===== config.mk =====
export PLATFORM = sky130hd
export DESIGN_NAME = lrdp_ctrl
export DESIGN_NICKNAME = d
export VERILOG_FILES = /design/src/rtl/core/lrdp_pkg.sv /design/src/rtl/core/lrdp_ctrl.sv
export SDC_FILE = /design/constraint.sdc
export NUM_CORES = 1
export LEC_CHECK = 0
export ABC_AREA = 1
export BUFFER_PORTS_ARGS = -buffer_cell sky130_fd_sc_hd__buf_2
export CAP_MARGIN = 40
export CORE_MARGIN = 1
export CORE_UTILIZATION = 35
export CTS_CLUSTER_DIAMETER = 30
export DETAILED_ROUTE_END_ITERATION = 10
export GPL_ROUTABILITY_DRIVEN = 0
export GPL_TIMING_DRIVEN = 0
export PLACE_DENSITY = 0.67
export SLEW_MARGIN = 20
export SYNTH_ARGS = -nofsm -noshare
export SYNTH_HDL_FRONTEND = slang
export SYNTH_SLANG_ARGS = --single-unit
export TNS_END_PERCENT = 30

===== constraint.sdc =====
create_clock -name clock -period 2.9 [get_ports clock]
set_clock_uncertainty 0.05 [all_clocks]
set_input_delay 0 -clock clock [delete_from_list [all_inputs] [get_ports clock]]
set_output_delay 0 -clock clock [all_outputs]
set_load 0.02 [all_outputs]

===== src/rtl/core/lrdp_pkg.sv =====
// Shared types and codes for the log ring with dump and prune requests.
`timescale 1ns / 1ps
`default_nettype none

package lrdp_pkg;

   // Request codes
   localparam logic [1:0] OP_APPEND = 2'd0;
   localparam logic [1:0] OP_DUMP   = 2'd1;
   localparam logic [1:0] OP_DELETE = 2'd2;

   // Result kinds
   localparam logic KIND_LINE = 1'b0;
   localparam logic KIND_ACK  = 1'b1;

   // Width of the line number and line total fields
   localparam int LINE_W = 7;

   typedef struct packed {
      logic [1:0]        op;
      logic [31:0]       time_sec;
      logic [29:0]       time_nsec;
      logic [7:0]        log_kind;
      logic [31:0]       route_id;
      logic [31:0]       source_node;
      logic [31:0]       requester_node;
   } req_type;

   typedef struct packed {
      logic              result_kind;
      logic [31:0]       destination_node;
      logic [LINE_W-1:0] line_number;
      logic [LINE_W-1:0] line_total;
      logic [31:0]       out_time_sec;
      logic [29:0]       out_time_nsec;
      logic [7:0]        out_kind;
      logic [31:0]       out_route;
      logic [31:0]       out_source;
      logic              last;
   } rsp_type;

   // One stored log line
   typedef struct packed {
      logic [31:0]       time_sec;
      logic [29:0]       time_nsec;
      logic [7:0]        log_kind;
      logic [31:0]       route_id;
      logic [31:0]       source_node;
   } line_type;

   // Result header built by the sequencer; has_line selects stored data
   typedef struct packed {
      logic              result_kind;
      logic [31:0]       destination_node;
      logic [LINE_W-1:0] line_number;
      logic [LINE_W-1:0] line_total;
      logic              last;
      logic              has_line;
   } meta_type;

endpackage

`default_nettype wire


===== src/rtl/core/lrdp_ctrl.sv =====
// Ring pointers, sent mark, dump sequencer and result header register.
`timescale 1ns / 1ps
`default_nettype none

module lrdp_ctrl #(
   parameter int LOG_DEPTH = 64,
   localparam int IDX_W = $clog2(LOG_DEPTH),
   localparam int CNT_W = $clog2(LOG_DEPTH + 1)
) (
   input  wire logic                clock,
   input  wire logic                reset,
   input  wire logic                req_valid,
   output logic                     req_ready,
   input  wire lrdp_pkg::req_type   req_data,
   output logic                     rsp_valid,
   input  wire logic                rsp_ready,
   output lrdp_pkg::meta_type       rsp_meta,
   output logic                     wr_en,
   output logic [IDX_W-1:0]         wr_idx,
   output lrdp_pkg::line_type       wr_line,
   output logic                     rd_en,
   output logic [IDX_W-1:0]         rd_idx
);
   import lrdp_pkg::*;

   localparam int SUM_W = CNT_W + 1;

   logic [IDX_W-1:0] oldest_ff, oldest_in;
   logic [CNT_W-1:0] count_ff, count_in;
   logic             mark_valid_ff, mark_valid_in;
   logic [IDX_W-1:0] mark_idx_ff, mark_idx_in;
   logic             busy_ff, busy_in;
   logic [IDX_W-1:0] rd_idx_ff, rd_idx_in;
   logic [CNT_W-1:0] num_ff, num_in;
   logic [31:0]      dest_ff, dest_in;
   logic             rsp_valid_ff, rsp_valid_in;
   meta_type         meta_ff, meta_in;

   logic             slot_free;
   logic             is_last;
   logic [IDX_W-1:0] append_slot;
   logic [IDX_W-1:0] newest_idx;
   logic [IDX_W-1:0] oldest_plus_count;
   logic [SUM_W-1:0] mark_dist;
   logic [SUM_W-1:0] removed;

   function automatic logic [IDX_W-1:0] idx_inc(input logic [IDX_W-1:0] x);
      logic [IDX_W-1:0] r;
      r = (x == IDX_W'(LOG_DEPTH - 1)) ? '0 : x + 1'b1;
      return r;
   endfunction

   // Fold a sum below twice the depth back into the ring
   function automatic logic [IDX_W-1:0] idx_wrap(input logic [SUM_W-1:0] s);
      logic [SUM_W-1:0] r;
      r = (s >= SUM_W'(LOG_DEPTH)) ? s - SUM_W'(LOG_DEPTH) : s;
      return r[IDX_W-1:0];
   endfunction

   // Ring arithmetic shared by the request handlers
   always_comb begin
      oldest_plus_count = idx_wrap(SUM_W'(oldest_ff) + SUM_W'(count_ff));
      append_slot       = oldest_plus_count;
      newest_idx        = idx_wrap(SUM_W'(oldest_ff) + SUM_W'(count_ff) - SUM_W'(1));
      mark_dist         = SUM_W'(mark_idx_ff) - SUM_W'(oldest_ff)
                          + ((mark_idx_ff < oldest_ff) ? SUM_W'(LOG_DEPTH) : '0);
      removed           = mark_dist + SUM_W'(1);
   end

   assign slot_free = !rsp_valid_ff || rsp_ready;
   assign is_last   = (num_ff == count_ff);

   // Accept requests, stream dump reads, update ring state
   always_comb begin
      oldest_in     = oldest_ff;
      count_in      = count_ff;
      mark_valid_in = mark_valid_ff;
      mark_idx_in   = mark_idx_ff;
      busy_in       = busy_ff;
      rd_idx_in     = rd_idx_ff;
      num_in        = num_ff;
      dest_in       = dest_ff;
      rsp_valid_in  = rsp_valid_ff && !rsp_ready;
      meta_in       = meta_ff;
      wr_en         = 1'b0;
      wr_idx        = append_slot;
      wr_line       = '{req_data.time_sec, req_data.time_nsec, req_data.log_kind,
                        req_data.route_id, req_data.source_node};
      rd_en         = 1'b0;
      req_ready     = 1'b0;

      if (busy_ff) begin
         // Issue one line read whenever the result slot frees up
         if (slot_free) begin
            rd_en        = 1'b1;
            rsp_valid_in = 1'b1;
            meta_in      = '{KIND_LINE, dest_ff, LINE_W'(num_ff), LINE_W'(count_ff),
                             is_last, 1'b1};
            rd_idx_in    = idx_inc(rd_idx_ff);
            num_in       = num_ff + 1'b1;
            if (is_last) begin
               busy_in = 1'b0;
            end
         end
      end else begin
         req_ready = (req_data.op == OP_DUMP || req_data.op == OP_DELETE) ? slot_free : 1'b1;
         if (req_valid && req_ready) begin
            unique case (req_data.op)
               OP_APPEND: begin
                  wr_en = 1'b1;
                  if (count_ff < CNT_W'(LOG_DEPTH)) begin
                     count_in = count_ff + 1'b1;
                  end else begin
                     // Full: overwrite the oldest line, drop a mark on it
                     wr_idx    = oldest_ff;
                     oldest_in = idx_inc(oldest_ff);
                     if (mark_valid_ff && mark_idx_ff == oldest_ff) begin
                        mark_valid_in = 1'b0;
                     end
                  end
               end
               OP_DUMP: begin
                  if (count_ff == '0) begin
                     rsp_valid_in  = 1'b1;
                     meta_in       = '{KIND_LINE, req_data.requester_node, '0, '0,
                                       1'b1, 1'b0};
                     mark_valid_in = 1'b0;
                  end else begin
                     busy_in       = 1'b1;
                     rd_idx_in     = oldest_ff;
                     num_in        = CNT_W'(1);
                     dest_in       = req_data.requester_node;
                     mark_valid_in = 1'b1;
                     mark_idx_in   = newest_idx;
                  end
               end
               OP_DELETE: begin
                  if (mark_valid_ff) begin
                     // Prune up to the mark, saturating at the stored count
                     if (removed >= SUM_W'(count_ff)) begin
                        oldest_in = oldest_plus_count;
                        count_in  = '0;
                     end else begin
                        oldest_in = idx_inc(mark_idx_ff);
                        count_in  = count_ff - removed[CNT_W-1:0];
                     end
                     mark_valid_in = 1'b0;
                  end
                  rsp_valid_in = 1'b1;
                  meta_in      = '{KIND_ACK, req_data.requester_node, '0, '0, 1'b1, 1'b0};
               end
               default: begin
               end
            endcase
         end
      end
   end

   always_ff @(posedge clock) begin
      if (reset) begin
         oldest_ff     <= '0;
         count_ff      <= '0;
         mark_valid_ff <= 1'b0;
         mark_idx_ff   <= '0;
         busy_ff       <= 1'b0;
         rsp_valid_ff  <= 1'b0;
      end else begin
         oldest_ff     <= oldest_in;
         count_ff      <= count_in;
         mark_valid_ff <= mark_valid_in;
         mark_idx_ff   <= mark_idx_in;
         busy_ff       <= busy_in;
         rsp_valid_ff  <= rsp_valid_in;
      end
   end

   // Sequencer payload registers
   always_ff @(posedge clock) begin
      rd_idx_ff <= rd_idx_in;
      num_ff    <= num_in;
      dest_ff   <= dest_in;
      meta_ff   <= meta_in;
   end

   assign rd_idx    = rd_idx_ff;
   assign rsp_valid = rsp_valid_ff;
   assign rsp_meta  = meta_ff;

endmodule

`default_nettype wire


==> results.toml <==
[timing]
setup_viol = 12
rsz0062_at_grt = "true"
fin_hold_ws_ps = 118
finalCriticalPeriod_ps = 2940
fin_ws_ps = -44.0
slew_violations = 0
fin_setup_tns_ps = -272
hold_viol_final = 0
slew_headroom_pct = 50.1
fmax_mhz = 340
worst_pin_slew_ps = 749
period_share_pct = 102

[worst_setup_path]
path_max_fanout = 6
cp.arrival_ps = 3190
crit_path_start = "mark_idx_ff[0]"
worst_r2r_path_depth = 19
startpoint_type = "register"
r2r_slack_ps = -40
cp-end-kind = "register"
r2r_start = "mark_idx_ff[0]"
critPathKind = "register to register"
rr_endpoint = "oldest_ff[1]"
required_ps = 3150

[synth]
yosysTopAreaCellShare_pct = 38.7
synth_area_um2 = 7300
yosysMostFrequentCell = "nand2_1"
yosys_warnings = 0
synth-edff-count = 94
yosysSeqAreaShare_pct = 44.7
syn_area_per_cell_um2 = 8.90
yosysUniqueCellTypes = 42
syn_inst = 820
ys_ff_latch = 116
async_reset_ff_share_pct = 0
ys.flop_type = "edfxtp_1"
synth_nets = 1032
synth.cells.most_frequent = "nand2_1 (193), buf_4 (135), edfxtp_1 (94)"
synthTopCellsByArea = "edfxtp_1 (39%), buf_4 (14%), nand2_1 (9.9%), ha_1 (6.3%), dfxtp_1 (6.0%)"
synth_top_area_cell = "edfxtp_1"

[power_and_ir_drop]
ir_drop_mv = 0.344
leakage_nw = 4.81
finalPower_mw = 6.14
power_density_nw_per_um2 = 611

[clocking]
cts_buffers = 17
cts.sinks = 116
cts_tree = "yes"
path_clk_slew_ps = 60
htreeDepth = 4
clk_latency_ps = 420
root_buffer = "clkbuf_16"
cts.path.max_buffers = 2

[hold_path]
min_path_cells = 5
hold_end = "mark_valid_ff"
hp-start = "req_valid"
min_path_type = "input pin to register"

[global_route]
grt_overflow_total = 0
grt_use_total_pct = 19.6
antenna_found_initial = 0
grt_pass1_wl_um = 32200
grt_max_degree = 50
first_global_vias = 6021

[final_layout]
areaGrowthSynthToFinish_pct = 37.6
layout-drive-gt1-share_pct = 42.2
antennaDiodeCount = 0
nNetsFinal = 1333

[routing]
dr.pass1.iters = 5
drtIter0Drc = 330
drtAntennaViolNets = 0
drcViolationCount = 0
vias = 6380
viasPerCell = 4.54
wl_per_cell_um = 15.2
finalWirelength_um = 21300

[placement]
port_buffers = 236
dp_hpwl_um = 16300

[floorplan]
rows = 52
core_area_um2 = 20400
ios = 371
dieArea_um2 = 21400
die_h_um = 146
die_x_um = 146
start_util_pct = 35.8

[run_status]
status = "complete, but fails checks"
violations = "setup timing"

[flow_run]
maxCapViolations = 0
per-stage QoR:
stage               std cells  setup WS [ps]  instance area, µm²  util, %
floorplan                 820           11.1                7310        -
global placement         1326           -452                8830     43.4
detailed placement       1327           -378                8860     43.5
CTS                      1402           -121                9930     48.8
global route             1404           -191               10000     49.3
finish                   1404          -44.0               10000     49.3
worst max-delay path, cell delays in order, from the launching register on:
cell     delay, ps
dfxtp_2        330
inv_2           80
ha_4           120
inv_2           30
fa_2           570
nand2_2         70
nor2_2         100
nand3_2        110
nor2_4         130
xnor2_2        140
ha_4           240
nand2_2         60
inv_2           30
nand2_2         50
nand2_2         60
a21oi_4        190
buf_4          170
nand4_1        100
nand3_1        110
a21oi_2         60
cells in the final DEF, fill, tap and decap left out, drive strengths merged, types with 2 or more instances in the layout:
| cell | synthesis | layout |
|---|---|---|
| clkbuf | 13 | 31 |
| nor2 | 38 | 38 |
| nor3 | 8 | 8 |
| edfxtp | 94 | 94 |
| clkinv | 2 | 10 |
| nand4 | 11 | 11 |
| xor2 | 13 | 13 |
| fa | 3 | 3 |
| inv | 84 | 86 |
| clkinvlp | 0 | 2 |
| a21oi | 51 | 51 |
| xnor2 | 11 | 11 |
| bufinv | 0 | 2 |
| o22ai | 6 | 6 |
| or2 | 3 | 3 |
| buf | 139 | 387 |
| nand3 | 28 | 28 |
| a31oi | 6 | 6 |
| nand2 | 198 | 198 |
| ha | 37 | 37 |
| dlygate4sd3 | 0 | 34 |
| o21ai | 44 | 44 |
| dfxtp | 22 | 22 |
worst max path at each step:
stage / cells after the start / slack [ps] / end
global placement: 7 / -450 / rsp_meta[6]
finish: 19 / -40 / oldest_ff[1]
detailed placement: 20 / -380 / count_ff[2]
global route: 19 / -190 / count_ff[2]
CTS: 19 / -120 / count_ff[2]
floorplan: 17 / 10 / count_ff[2]
flip-flops by register name (all words and copies together), names as in the netlist:
register,flops
oldest_ff,6
busy_ff,1
count_ff,7
mark_idx_ff,6
rd_idx,6
rsp_meta,49
dest_ff,32
mark_valid_ff,1
rsp_valid,1
num_ff,7
kinds of logic after synthesis:
family | synth area share [%]
AND/OR/NAND/NOR | 17.6
buffers and inverters | 19.3
adder cells (fa/ha/maj) | 7.17
XOR/XNOR | 2.88
flip-flops | 44.7
AO/OA/AOI/OAI | 8.33
metal layers:
metal / global-route usage [%] / vias up / part of all wire [%]
li1: - / 3168 / -
met3: 3.31 / 29 / 4.5
met4: 6.82 / 0 / 1.8
met1: 23.7 / 2957 / 41
met5: 0 / - / 0
met2: 34.8 / 226 / 52
cell type report:
| cell class | instances | area, µm² |
|---|---|---|
| well taps | 270 | 338 |
| clock inverters | 14 | 136 |
| inverters | 86 | 328 |
| flip-flops and latches | 116 | 3270 |
| fillers | 1894 | 10300 |
| clock buffers | 18 | 429 |
| multi-input cells | 466 | 2830 |
| plain buffers | 152 | 1080 |
| repair buffers | 282 | 1620 |
what timing repair did:
item,CTS,global route
setup buffers,9,2
endpoints found under the hold margin,67,0
gates resized for setup,21,22
endpoints found under the setup margin,13,13
hold buffers,34,0
pin swaps,17,8
power by group:
| part | switching [mW] | internal [mW] | leakage [nW] |
|---|---|---|---|
| clock | 0.749 | 1.25 | 0.273 |
| combinational | 1.25 | 0.857 | 3.48 |
| sequential | 0.0747 | 1.95 | 1.05 |
Note: power is estimated with default switching activity, not from simulation.
